$ cat src/rtl/rfsd_queue.sv
// ----------------------------------------------------------------------------
// rfsd_queue
// Small register FIFO with occupancy count.
// ----------------------------------------------------------------------------
module rfsd_queue #(
    parameter int WIDTH = 8,
    parameter int DEPTH = 4,
    localparam int PW = (DEPTH > 1) ? $clog2(DEPTH) : 1,
    localparam int CW = $clog2(DEPTH + 1)
) (
    input  logic             i_clk,
    input  logic             i_rst_n,
    input  logic             i_push,
    input  logic [WIDTH-1:0] i_data,
    input  logic             i_pop,
    output logic [WIDTH-1:0] o_data,
    output logic             o_empty,
    output logic             o_full,
    output logic [CW-1:0]    o_count
);

    logic [WIDTH-1:0] r_mem [DEPTH];
    logic [PW-1:0]    r_wr_ptr, n_wr_ptr;
    logic [PW-1:0]    r_rd_ptr, n_rd_ptr;
    logic [CW-1:0]    r_count, n_count;
    logic             do_push;
    logic             do_pop;

    assign o_empty = (r_count == '0);
    assign o_full  = (r_count == CW'(DEPTH));
    assign o_count = r_count;
    assign o_data  = r_mem[r_rd_ptr];

    assign do_push = i_push && !o_full;
    assign do_pop  = i_pop && !o_empty;

    always_comb begin
        n_wr_ptr = r_wr_ptr;
        n_rd_ptr = r_rd_ptr;
        n_count  = r_count;
        if (do_push) begin
            n_wr_ptr = (r_wr_ptr == PW'(DEPTH - 1)) ? '0 : r_wr_ptr + PW'(1);
        end
        if (do_pop) begin
            n_rd_ptr = (r_rd_ptr == PW'(DEPTH - 1)) ? '0 : r_rd_ptr + PW'(1);
        end
        if (do_push && !do_pop) begin
            n_count = r_count + CW'(1);
        end else if (do_pop && !do_push) begin
            n_count = r_count - CW'(1);
        end
    end

    always_ff @(posedge i_clk) begin
        if (!i_rst_n) begin
            r_wr_ptr <= '0;
            r_rd_ptr <= '0;
            r_count  <= '0;
        end else begin
            r_wr_ptr <= n_wr_ptr;
            r_rd_ptr <= n_rd_ptr;
            r_count  <= n_count;
        end
    end

    always_ff @(posedge i_clk) begin
        if (do_push) begin
            r_mem[r_wr_ptr] <= i_data;
        end
    end

endmodule

$ cat config.mk
export PLATFORM = sky130hd
export DESIGN_NAME = rfsd_queue
export DESIGN_NICKNAME = d
export VERILOG_FILES = /design/src/rtl/rfsd_queue.sv
export SDC_FILE = /design/constraint.sdc
export NUM_CORES = 1
export LEC_CHECK = 0
export BUFFER_PORTS_ARGS = -buffer_cell sky130_fd_sc_hd__buf_4
export CAP_MARGIN = 5
export CORE_MARGIN = 8
export CORE_UTILIZATION = 55
export DETAILED_ROUTE_END_ITERATION = 8
export GPL_TIMING_DRIVEN = 0
export PLACE_DENSITY = 0.78
export SETUP_SLACK_MARGIN = 0.15
export SLEW_MARGIN = 40
export SYNTH_ARGS = -nofsm -noshare
export SYNTH_HDL_FRONTEND = slang
export SYNTH_SLANG_ARGS = --single-unit
$ cat constraint.sdc
create_clock -name i_clk -period 2.3 [get_ports i_clk]
set_input_delay 0.23 -clock i_clk [delete_from_list [all_inputs] [get_ports i_clk]]
set_output_delay 0.23 -clock i_clk [all_outputs]
set_load 0.02 [all_outputs]
* Yosys cells after proc, flatten, opt, wreduce, memory -nomap -nowiden *
Memory sizes are Yosys's and may differ from the RTL's. A register that Yosys moved wholly into a read port is not among the register bits.
Index checks and enable logic that the tools add are counted.
W data, S select, Z words.

storage, ports and cells
  input bits = 12
  bits in registers = 7
  word-level logic and storage cells = 29
  memories = 1
  memory bits (writable) = 32

memories
  memory  words  width  rd ports  clocked after Yosys merged registers in  wr ports  RTL line  source
  r_mem   4      8      1         1                                        1         22        logic [WIDTH-1:0] r_mem [DEPTH];

operators by class
  $add $sub $neg = 4
  reductions and logical operators = 10
  equal/unequal tests = 3
  muxes and demuxes = 8

operators by type and width
  cell                   count
  $mux W2                4
  $mux W3                2
  $add A2 B1 Y2 const B  2
  $eq A2 B2 Y1 const B   2
  $logic_and A1 B1 Y1    4
  $logic_not A1 Y1       4
  $add A3 B1 Y3 const B  1
  $eq A3 B3 Y1 const B   1
  $logic_not A3 Y1       1
  $sub A3 B1 Y3 const B  1
  $mux W1                2
  $reduce_bool A2 Y1     1

* Logic depth before layout (Yosys ltp) *
Gate-level depths: netlist of run 1.

  depth after elaboration = 7
  depth in mapped cells = 9

* Least setup slack after synthesis of run 1 *
No wires, ideal clock.

  kind = register to register
  start point = reg r_count[0], in the netlist o_count[0]
  end point = reg r_count[2], in the netlist o_count[2]
  arrival = 2146 ps
  period minus slack after synthesis = 2221 ps
  path slack = 79 ps
  path buffers = 1
  cell stages (with the launch flop) = 10
  cells stage by stage = dfxtp_1 > nor3b_2 > nor2b_1 > buf_2 > ha_1 > inv_1 > fa_1 > xor2_1 > or3_1 > a21boi_0

between the ends
  word-level cells in the longest chain between the ends = 6
  elaborated cells on any way between the ends = 15
  classes of those cells = add/sub (2); eq/ne (1); mux (2); reduce/logical (10)

RTL lines
  what                          RTL line  source
  start, declared               25        logic [CW-1:0] r_count, n_count;
  start signal, assigned        62        r_count <= n_count;
  $eq A3 B3 Y1 *                30        assign o_full = (r_count == CW'(DEPTH));
  net o_full                    18        output logic o_full,
  $logic_not A1 Y1 *            34        assign do_push = i_push && !o_full;
  $logic_and A1 B1 Y1 *         34
  net do_push                   26        logic do_push;
  $logic_not A1 Y1              49        end else if (do_pop && !do_push) begin
  $logic_and A1 B1 Y1           49
  $reduce_bool A2 Y1 (no line)  --

The timed path passes the listed nets; every way through them passes the cells marked *. The select of a mux whose other input is x is not followed.
A chain may end at the register's enable or synchronous reset.

* Worst setup path after layout of run 1 *
  start point = reg r_count[2], in the netlist o_count[2]
  end point = reg r_count[2], in the netlist o_count[2]

between the ends
  word-level cells in the longest chain between the ends = 6
  elaborated cells on any way between the ends = 15
  classes of those cells = add/sub (2); eq/ne (1); mux (2); reduce/logical (10)

RTL lines
  what                          RTL line
  $eq A3 B3 Y1 *                30
  $logic_not A1 Y1 *            34
  $logic_and A1 B1 Y1 *         34
  net do_push                   26
  $logic_not A1 Y1              49
  $logic_and A1 B1 Y1           49
  $reduce_bool A2 Y1 (no line)  --

Marks and branches as above.

==> reports/metrics.sh, run 1 <==
GRT_SETUP_UNREPAIRED='no'
YS_FF_LATCH=41
LAYOUT.CELLS.MOST_COMMON='edfxtp_1'
CELLLEAKAGEPOWER_nW=0.720
DIE_HEIGHT_UM=70.4
DIE_WIDTH_UM=70.4
RR_STARTPOINT='o_count[2]'
SYNTH_FP_NETS=112
TOTAL_INSERTED_ANTENNA_CELLS=0
CTSHTREEMAXLEVEL=2
WIRE_PER_INST_UM=17.0
FINALHOLDVIOLCOUNT=0
FINALNETCOUNT=145
CRITICAL_PATH.ENDPOINT_TYPE='flop'
PWR_DENSITY_nW_PER_UM2=1050
POST-ROUTE-MIN-PERIOD_PS=2030
CTS_MADE_BUFFERS=5
FINCLKSKEW_PS=11.9
CTS.CLK_SLEW.WORST_PATHS_PS=120
POSTSYNTHCELLCOUNT=93
GRT_ANTENNA_BEFORE_REPAIR=0
FINAL.SETUP.TNS_PS=0
SW_FRAC_OF_TOTAL_PCT=32.4
DRTPASS1ITERATIONS=4
TIMING.CRITICAL_PATH.REQUIRED_PS=2580
FLOORPLAN.DIE_AREA_SQ_UM=4960
CRIT_PATH_START_KIND='flop'
CTS_TREE='done'
POWER.COMBINATIONAL.FRACTION_PCT=35.2
DP_SLACK_PS=0.224
PLACED_WIRE_LENGTH_ESTIMATE_AFTER_DETAILED_PLACEMENT_UM=1900
SEQ_POWER_SHARE_PCT=48.3
GLOBAL_ROUTE_WIRE_LENGTH_BEFORE_REPAIR_UM=4460
MIN-DELAY-START='i_data[2]'
GROUTE.USAGE.OVERALL_PCT=11.5
CLOCK_INSERTION_DELAY_WORST_SKEW_PS=340
PORT-BUFFER-COUNT=24
CLK_PATH_BUF_DEPTH=2
GRT_PASS1_VIAS=952
CTS_ROOT_BUFFER='clkbuf_4'
CP_TOP_FAMILY='simple AND/OR/NAND/NOR gates'
BOUNDARYPINS=25
CLOCKPOWERSHARE_PCT=16.5
LAYOUT.CELLS.NON_FILLER=158
POWER.NET_SWITCHING_uW=665
FRACTION_OF_LAYOUT_INSTANCES_USING_A_DRIVE_STRENGTH_ABOVE_1_PCT=39.4
SETUP_VIOL=0
DRC=0
YOSYSWARNINGS=0
CTS_NUM_SINKS=41
INITIAL_STANDARD_CELL_UTILIZATION_OF_THE_CORE_PCT=58.6
ORDERED_LIST_OF_CELLS_ON_THE_WORST_PATH='nor3b_2 -> nor2b_1 -> buf_4 -> ha_2 -> inv_1 -> fa_2 -> xor2_1 -> or3_1 -> a21boi_1'
CLASS_OF_THE_WORST_HOLD_PATH='in -> reg'
PLACEABLECOREAREA_SQ_UM=2780
ANTENNA_LEFT=0
RUN_STATUS='finished, final reports clean'
CRIT_PATH_TOP_DELAY_CELL='dfxtp_4'
AREA.GROWTH.SYNTH_TO_FINAL_PCT=19.6
WORSTPATHMAXFANOUT=5
REPORT.FINAL.SLEW_VIOL_COUNT=0
GLOBALPLACE.CONGESTION=0.627
CRIT_ARRIVAL_PS=2300
SETUP.WORST_PATH.CLASS='reg -> reg'
ROUTE.VIAS.TOTAL=868
SEQUENTIAL_ELEMENT_SHARE_OF_THE_SYNTHESIZED_AREA_PCT=70.0
POSTROUTEWIRELENGTH_UM=2690
MAX_SLEW_MARGIN_PCT=65.1
POST-ROUTE-PERIOD-UTIL_PCT=88.1
SYNTHDISTINCTLIBCELLS=23
GRT_MAX_DEGREE=14
INTPOWER_mW=1.39
FINISH.UTILIZATION_PCT=70.1
MAXCAPVIOLATIONS=0
PLACED_CELLS_INCL_TAPS=148
CRITICAL_PATH_BUF_INV_COUNT=2
LEAST_MARGIN_PIN_SLEW_PS=523
TIMING.CRITICAL_PATH.FROM='o_count[2]'
VDD.IR_DROP.WORST_V=0.000847
WORSTSETUPPATHDEPTH=9
LAYOUT.CELLS.MOST_COMMON_LIST='32 x edfxtp_1, 27 x buf_4, 8 x mux4_2'
R2R.WORST_PATH.CELLS=9
POST_SYNTHESIS_MEAN_INSTANCE_AREA_SQ_UM=17.5
GLOBALROUTE.TOTALOVERFLOW=0
CORE.ROWCOUNT=19
AREA_OF_THE_MAPPED_NETLIST_SQ_UM=1630
HOLD_BUFFERS=0
DETAIL_ROUTE.ITER0.VIOLATIONS=37
POST-ROUTE-WORST-SETUP-SLACK_PS=274
CRIT_PATH_MAX_INCR_DELAY_PS=380
TIMING.FMAX_GHz=0.493
WORST_HOLD_PATH_DEPTH=1
VIA_PER_INST=5.49
[sequential cells by signal, summed over array words and instances (netlist names), named ones only]
name and count:
o_count 3, r_rd_ptr 2, r_mem 32, r_wr_ptr 2
[area by class of cell]
cell class	count	area, sq um
Buffer	4	20.0
Clock buffer	5	37.5
Clock inverter	3	17.5
Fill cell	184	832
Inverter	3	11.3
Multi-Input combinational cell	45	479
Sequential cell	41	1150
Tap cell	31	38.8
Timing Repair Buffer	26	195
[timing repair]
action,in CTS,in global routing
pin swaps,0,2
setup buffers,0,2
resized for setup,4,5
setup endpoints to repair,1,1
[path summary, 6_finish.rpt]
| check | end | slack, ps |
|---|---|---|
| max | o_count[2] | 270 |
| min | r_mem[1][2] | 80 |
| max reg2reg | o_count[2] | 270 |
| min reg2reg | r_wr_ptr[1] | 520 |
[cells by family (layout without fill, tap and decap cells)]
kind of cell / Yosys count / after routing / synth area share [%]
AND/OR/NAND/NOR: 20 / 20 / 6.60
flip-flops: 41 / 41 / 70.0
AO/OA/AOI/OAI: 5 / 5 / 1.84
adder cells (fa/ha/maj): 7 / 7 / 5.83
XOR/XNOR: 2 / 2 / 1.07
multiplexers: 11 / 11 / 12.9
buffers and inverters: 7 / 41 / 1.76
[worst register-to-register path, delay by kind of cell, from the launching register on]
kind / cells / cell delay (ps)
XOR/XNOR: 1 / 160
AND/OR/NAND/NOR: 3 / 580
AO/OA/AOI/OAI: 1 / 130
buffers and inverters: 2 / 190
flip-flops: 1 / 380
adder cells (fa/ha/maj): 2 / 510
[metrics by stage]
| stage | hold slack, ps | power, mW | area (sq um) |
|---|---|---|---|
| global route | 47.7 | 2.17 | 1950 |
| detailed placement | 437 | 1.69 | 1850 |
| global placement | 429 | 1.66 | 1850 |
| CTS | 61.7 | 2.04 | 1920 |
| floorplan | 329 | 1.44 | 1630 |
| finish | 82.2 | 2.05 | 1950 |
[Yosys cell counts]
library cell | count | area share, %
nor2_1 | 2 | 0.46
nor3b_2 | 1 | 0.77
dfxtp_1 | 9 | 11
inv_1 | 3 | 0.69
clkbuf_1 | 1 | 0.23
nand2_1 | 6 | 1.4
buf_2 | 2 | 0.61
nor2b_1 | 2 | 0.77
a21boi_0 | 1 | 0.46
mux2i_1 | 3 | 1.8
o21ai_0 | 3 | 0.92
and2_1 | 5 | 1.9
or3_1 | 1 | 0.38
xor2_1 | 1 | 0.54
ha_1 | 6 | 4.6
xnor2_1 | 1 | 0.54
mux4_2 | 8 | 11
edfxtp_1 | 32 | 59
o31ai_1 | 1 | 0.46
nor3_1 | 1 | 0.31
fa_1 | 1 | 1.2
buf_1 | 1 | 0.23
nand3_1 | 2 | 0.61
[routing by layer]
metal | global-route usage (%) | vias up | wire length [um]
met4 | 5.80 | 0 | 30
met3 | 5.51 | 4 | 184
met5 | 0 | - | 0
met1 | 12.1 | 421 | 1110
li1 | - | 418 | -
met2 | 18.6 | 25 | 1370
[power groups by stage]
stage               Clock [mW]  Combinational [mW]  Sequential, mW
finish                   0.339               0.722           0.991
global route             0.382               0.788            1.00
CTS                      0.350               0.706           0.989
detailed placement           0               0.694           0.995
global placement             0               0.675           0.987
floorplan                    0               0.439            1.00
No activity file was read; power rests on OpenSTA's default activity.
==> run 2: changes to the inputs <==
- MAX_ROUTING_LAYER: default -> met4
==> reports/metrics.sh, run 2 (same netlist as run 1, synthesis figures left out) <==
SETUP.WORST_PATH.CLASS='reg -> reg'
SETUP_VIOL=0  # unchanged
DIE_WIDTH_UM=70.4  # unchanged
VIA_PER_INST=5.52  # +0.46%
ROUTE.VIAS.TOTAL=872  # +0.46%
DRTPASS1ITERATIONS=4  # unchanged
DIE_HEIGHT_UM=70.4  # unchanged
FINCLKSKEW_PS=13.1  # +1.19 ps
CTS_ROOT_BUFFER='clkbuf_4'
INITIAL_STANDARD_CELL_UTILIZATION_OF_THE_CORE_PCT=58.6  # unchanged
CTS_TREE='done'
CTS_MADE_BUFFERS=5  # unchanged
PLACED_WIRE_LENGTH_ESTIMATE_AFTER_DETAILED_PLACEMENT_UM=1900  # unchanged
MAXCAPVIOLATIONS=0  # unchanged
HOLD_BUFFERS=0  # unchanged
VDD.IR_DROP.WORST_V=0.000850  # +0.33%
TIMING.CRITICAL_PATH.REQUIRED_PS=2580  # about the same
FILLER_CELL_COUNT=184  # unchanged
LEAST_MARGIN_PIN_SLEW_PS=523  # +0.0313 ps
BOUNDARYPINS=25  # unchanged
GLOBALROUTE.TOTALOVERFLOW=0  # unchanged
CELLLEAKAGEPOWER_nW=0.720  # unchanged
CRITICAL_PATH.ENDPOINT_TYPE='flop'
FINAL.SETUP.TNS_PS=0  # unchanged
POST-ROUTE-MIN-PERIOD_PS=2030  # +0.427 ps
LAYOUT.CELLS.MOST_COMMON='edfxtp_1'
LARGEST_REGISTER_FFS=32  # unchanged
DRC=0  # unchanged
AREA.GROWTH.SYNTH_TO_FINAL_PCT=19.6  # unchanged
FLOORPLAN.DIE_AREA_SQ_UM=4960  # unchanged
LAYOUT.CELLS.NON_FILLER=158  # unchanged
GRT_PASS1_VIAS=952  # unchanged
GROUTE.USAGE.OVERALL_PCT=11.8  # +0.31 points
FRACTION_OF_LAYOUT_INSTANCES_USING_A_DRIVE_STRENGTH_ABOVE_1_PCT=39.4  # unchanged
DETAIL_ROUTE.ITER0.VIOLATIONS=34  # -8.1%
LAYOUT.CELLS.MOST_COMMON_LIST='32 x edfxtp_1, 27 x buf_4, 8 x mux4_2'
PLACED_CELLS_INCL_TAPS=148  # unchanged
CORE.ROWCOUNT=19  # unchanged
POST-ROUTE-PERIOD-UTIL_PCT=88.1  # about the same
GRT_SETUP_UNREPAIRED='no'
FINALHOLDVIOLCOUNT=0  # unchanged
PLACEABLECOREAREA_SQ_UM=2780  # unchanged
REPORT.FINAL.SLEW_VIOL_COUNT=0  # unchanged
PORT-BUFFER-COUNT=24  # unchanged
TOP_REGISTER='r_mem'
RUN_STATUS='finished, final reports clean'
GLOBALPLACE.CONGESTION=0.632  # +0.78%
CTSHTREEMAXLEVEL=2  # unchanged
CRIT_PATH_MAX_INCR_DELAY_PS=390  # about the same
CLOCK_INSERTION_DELAY_WORST_SKEW_PS=340  # about the same
GLOBAL_ROUTE_WIRE_LENGTH_BEFORE_REPAIR_UM=4460  # +0.16%
TIMING.FMAX_GHz=0.493  # about the same
CTS.CLK_SLEW.WORST_PATHS_PS=120  # about the same
CTS_NUM_SINKS=41  # unchanged
CLK_PATH_BUF_DEPTH=2  # unchanged
WIRE_PER_INST_UM=17.1  # +0.26%
CRIT_PATH_TOP_DELAY_CELL='dfxtp_4'
CRIT_PATH_START_KIND='flop'
GRT_MAX_DEGREE=14  # unchanged
TOTAL_INSERTED_ANTENNA_CELLS=0  # unchanged
MAX_SLEW_MARGIN_PCT=65.1  # about the same
CLASS_OF_THE_WORST_HOLD_PATH='in -> reg'
CRIT_ARRIVAL_PS=2310  # about the same
ORDERED_LIST_OF_CELLS_ON_THE_WORST_PATH='nor3b_2 -> nor2b_1 -> buf_4 -> ha_2 -> inv_1 -> fa_2 -> xor2_1 -> or3_1 -> a21boi_1'
GRT_ANTENNA_BEFORE_REPAIR=0  # unchanged
POSTROUTEWIRELENGTH_UM=2700  # +0.26%
ANTENNA_LEFT=0  # unchanged
WORSTPATHMAXFANOUT=5  # unchanged
FINALNETCOUNT=145  # unchanged
PWR_DENSITY_nW_PER_UM2=1050  # +0.12%
==> run 2: cell counts in the layout (fill, tap and decap cells not counted) <==
No cell type changed its count.
==> run 2: path summary, 6_finish.rpt <==
kind | startpoint | to | slack [ps] | cells after the start
worst max-delay path | o_count[2] | o_count[2] | 270 | 9
worst min-delay path | i_data[2] | r_mem[1][2] | 80 | 1
worst max register to register | o_count[2] | o_count[2] | 270 | 9
worst min register to register | r_wr_ptr[1] | r_wr_ptr[1] | 520 | 2
==> run 2: metrics by stage <==
step / utilization [%] / instance area [sq um] / hold slack (ps) / setup slack (ps) / total power, mW
5_1_grt: 70.1 / 1950 / 47.7 / 149 / 2.17
3_5_place_dp: 66.6 / 1850 / 437 / 0.224 / 1.69
4_1_cts: 69.2 / 1920 / 61.7 / 176 / 2.04
3_3_place_gp: 66.6 / 1850 / 429 / 95.0 / 1.66
6_report: 70.1 / 1950 / 81.5 / 273 / 2.05
2_1_floorplan: - / 1630 / 329 / 158 / 1.44
==> run 2: final cells by class <==
| cell class | count | area [sq um] | share of cell area, % |
|---|---|---|---|
| inverters | 3 | 11.3 | 0.578 |
| well taps | 31 | 38.8 | 1.99 |
| flip-flops and latches | 41 | 1150 | 59.0 |
| multi-input cells | 45 | 479 | 24.6 |
| clock buffers | 5 | 37.5 | 1.93 |
| clock inverters | 3 | 17.5 | 0.899 |
| repair buffers | 26 | 195 | 10.0 |
| plain buffers | 4 | 20.0 | 1.03 |
==> run 2: power breakdown <==
group	internal, mW	leakage [nW]	total [mW]	switching (mW)
clock network	0.116	0.0326	0.341	0.225
registers	0.918	0.369	0.991	0.0730
logic	0.353	0.319	0.722	0.369
total	1.39	0.720	2.05	0.668
==> run 2: metal layers <==
| layer | up-vias | global-route usage [%] | routed length [um] |
|---|---|---|---|
| met4 | 0 | 5.80 | 30 |
| met1 | 425 | 12.3 | 1150 |
| met3 | 4 | 5.23 | 158 |
| met5 | - | - | 0 |
| met2 | 24 | 18.6 | 1360 |
| li1 | 419 | - | - |
==> run 2: worst max-delay path: cells and delay by family, from the launching register on <==
family | cells | cell delay, ps
AOI/OAI and AO/OA | 1 | 130
buffers and inverters | 2 | 190
DFF | 1 | 390
adders and majority gates | 2 | 500
xor gates and xnor gates | 1 | 160
and+or+nand+nor | 3 | 580
==> run 2: what timing repair did <==
action                                  CTS  global route
endpoints found under the setup margin    1             1
pin swaps                                 0             2
gates resized for setup                   4             5
buffers inserted                          0             2
==> run 3: changes to the inputs <==
- GPL_TIMING_DRIVEN: 0 -> default
- SLEW_MARGIN: 40 -> default
==> reports/metrics.sh, run 3 (same netlist as run 1, synthesis figures left out) <==
POWER.COMBINATIONAL.FRACTION_PCT=32.7  # -2.4 points
WORSTPATHMAXFANOUT=6  # +1
DETAIL_ROUTE.ITER0.VIOLATIONS=71  # +110%
TOP_REGISTER='r_mem'
SW_FRAC_OF_TOTAL_PCT=33.0  # +0.52 points
FILLER_CELL_COUNT=201  # +9.2%
CLK_PATH_BUF_DEPTH=2  # unchanged
PLACED_WIRE_LENGTH_ESTIMATE_AFTER_DETAILED_PLACEMENT_UM=1950  # +2.6%
FINISH.UTILIZATION_PCT=69.1  # -0.94 points
TIMING.CRITICAL_PATH.REQUIRED_PS=2580  # about the same
CTS.CLK_SLEW.WORST_PATHS_PS=120  # about the same
CTSHTREEMAXLEVEL=2  # unchanged
INITIAL_STANDARD_CELL_UTILIZATION_OF_THE_CORE_PCT=58.6  # unchanged
SETUP.WORST_PATH.CLASS='reg -> reg'
PLACED_CELLS_INCL_TAPS=146  # -1.4%
VDD.IR_DROP.WORST_V=0.000794  # -6.6%
CELLLEAKAGEPOWER_nW=0.706  # -2.0%
CRIT_ARRIVAL_PS=2410  # +100 ps
MULTIINPUTGATEAREA_SQ_UM=477  # -0.52%
CTS_TREE='done'
WHS_PS=71.8  # -9.68 ps
FLOORPLAN.DIE_AREA_SQ_UM=4960  # unchanged
GRT_ANTENNA_BEFORE_REPAIR=0  # unchanged
BOUNDARYPINS=25  # unchanged
MAXCAPVIOLATIONS=0  # unchanged
LAYOUT.CELLS.MOST_COMMON='edfxtp_1'
SEQ_POWER_SHARE_PCT=50.2  # +1.9 points
FRACTION_OF_LAYOUT_INSTANCES_USING_A_DRIVE_STRENGTH_ABOVE_1_PCT=39.8  # +0.47 points
FINCLKSKEW_PS=4.59  # -8.53 ps
LARGEST_REGISTER_FFS=32  # unchanged
ROUTE.VIAS.TOTAL=891  # +2.2%
R2R.WORST_PATH.CELLS=8  # -1
DIE_HEIGHT_UM=70.4  # unchanged
LEAST_MARGIN_PIN_SLEW_PS=456  # -67.5 ps
MAX_SLEW_MARGIN_PCT=69.6  # +4.5 points
GROUTE.USAGE.OVERALL_PCT=12.2  # +0.45 points
PLACEABLECOREAREA_SQ_UM=2780  # unchanged
CTS_ROOT_BUFFER='clkbuf_4'
POST-CTS-SETUP-BUFFER-COUNT=0  # unchanged
CLOCK_INSERTION_DELAY_WORST_SKEW_PS=350  # about the same
GLOBAL_ROUTE_WIRE_LENGTH_BEFORE_REPAIR_UM=4560  # +2.2%
GRT_MAX_DEGREE=14  # unchanged
CLASS_OF_THE_WORST_HOLD_PATH='in -> reg'
DRTPASS1ITERATIONS=4  # unchanged
INTPOWER_mW=1.38  # -0.84%
CRIT_PATH_START_KIND='flop'
GLOBALROUTE.TOTALOVERFLOW=0  # unchanged
FINALNETCOUNT=141  # -2.8%
DRC=0  # unchanged
AREA.GROWTH.SYNTH_TO_FINAL_PCT=18.0
GLOBALPLACE.CONGESTION=0.669  # +5.8%
FINAL-SEQ-AREA_SQ_UM=1150  # -0.33%
CRITICAL_PATH.ENDPOINT_TYPE='flop'
CTS_MADE_BUFFERS=5  # unchanged
LAYOUT.CELLS.MOST_COMMON_LIST='32 x edfxtp_1, 26 x buf_4, 8 x mux4_2'
RUN_STATUS='finished, final reports clean'
SETUP_VIOL=0  # unchanged
LAYOUT.CELLS.NON_FILLER=154  # -2.5%
GRT_PASS1_VIAS=932  # -2.1%
FINALHOLDVIOLCOUNT=0  # unchanged
POSTROUTEWIRELENGTH_UM=2850  # +5.6%
POST-ROUTE-MIN-PERIOD_PS=2130  # +100 ps
REPORT.FINAL.SLEW_VIOL_COUNT=0  # unchanged
CORE.ROWCOUNT=19  # unchanged
PORT-BUFFER-COUNT=24  # unchanged
PWR_DENSITY_nW_PER_UM2=1070  # +1.3%
ANTENNA_LEFT=0  # unchanged
POWER.NET_SWITCHING_uW=678  # +1.5%
TOTAL_INSERTED_ANTENNA_CELLS=0  # unchanged
GRT_SETUP_UNREPAIRED='yes'
WIRE_PER_INST_UM=18.5  # +8.4%
VIA_PER_INST=5.79  # +4.8%
TIMING.FMAX_GHz=0.470  # -4.7%
POST-ROUTE-PERIOD-UTIL_PCT=92.5  # +4.4 points
CLOCKPOWERSHARE_PCT=17.1  # +0.5 points
CTS_NUM_SINKS=41  # unchanged
WORST_HOLD_PATH_DEPTH=1  # unchanged
DIE_WIDTH_UM=70.4  # unchanged
FINAL.SETUP.TNS_PS=0  # unchanged
[run 3: power by group through the flow]
stage	clock network [mW]	registers (mW)	logic [mW]
2_1_floorplan	0	1.00	0.439
3_3_place_gp	0	1.03	0.639
3_5_place_dp	0	1.04	0.660
4_1_cts	0.359	1.02	0.667
5_1_grt	0.380	1.05	0.727
6_report	0.350	1.03	0.672
[run 3: path summary, 6_finish.rpt]
path / slack (ps) / to / startpoint
worst max register to register: 170 / o_count[2] / o_count[2]
worst max-delay path: 170 / o_count[2] / o_count[2]
worst min-delay path: 70 / r_mem[1][3] / i_data[3]
worst min register to register: 520 / r_wr_ptr[1] / r_wr_ptr[1]
[run 3: critical path, cell delays in order, from the launching register on]
cell and delay [ps]:
dfxtp_2 380, nor3b_2 170, nor2b_1 160, ha_2 220
inv_1 60, fa_1 410, xor2_1 170, or3_1 320
a21boi_0 160
[run 3: layout make-up]
class | count | share of cell area, %
flip-flops and latches | 41 | 59.6
multi-input cells | 45 | 24.8
repair buffers | 26 | 10.1
well taps | 31 | 2.02
clock buffers | 5 | 1.95
clock inverters | 3 | 0.911
inverters | 3 | 0.586
[run 3: metrics by stage]
| step | worst slack (ps) | instance area (sq um) | power, mW |
|---|---|---|---|
| after floorplan | 158 | 1630 | 1.44 |
| after global placement | 353 | 1850 | 1.67 |
| after detailed placement | 222 | 1850 | 1.70 |
| after CTS | 188 | 1900 | 2.05 |
| after global routing | 112 | 1920 | 2.16 |
| final | 173 | 1920 | 2.05 |
[run 3: what timing repair did]
| item | CTS | global route |
|---|---|---|
| hold buffers | 0 | 0 |
| endpoints found under the hold margin | 0 | 0 |
| endpoints found under the setup margin | 0 | 8 |
| resized for setup | 0 | 5 |
[run 3: routing by layer]
layer  track usage [%]  up-vias  wire length [um]
li1                  -      408                 -
met3              4.52        9               177
met4              6.70        0                82
met2              18.8       31              1370
met1              13.5      443              1220
met5                 -        -                 0
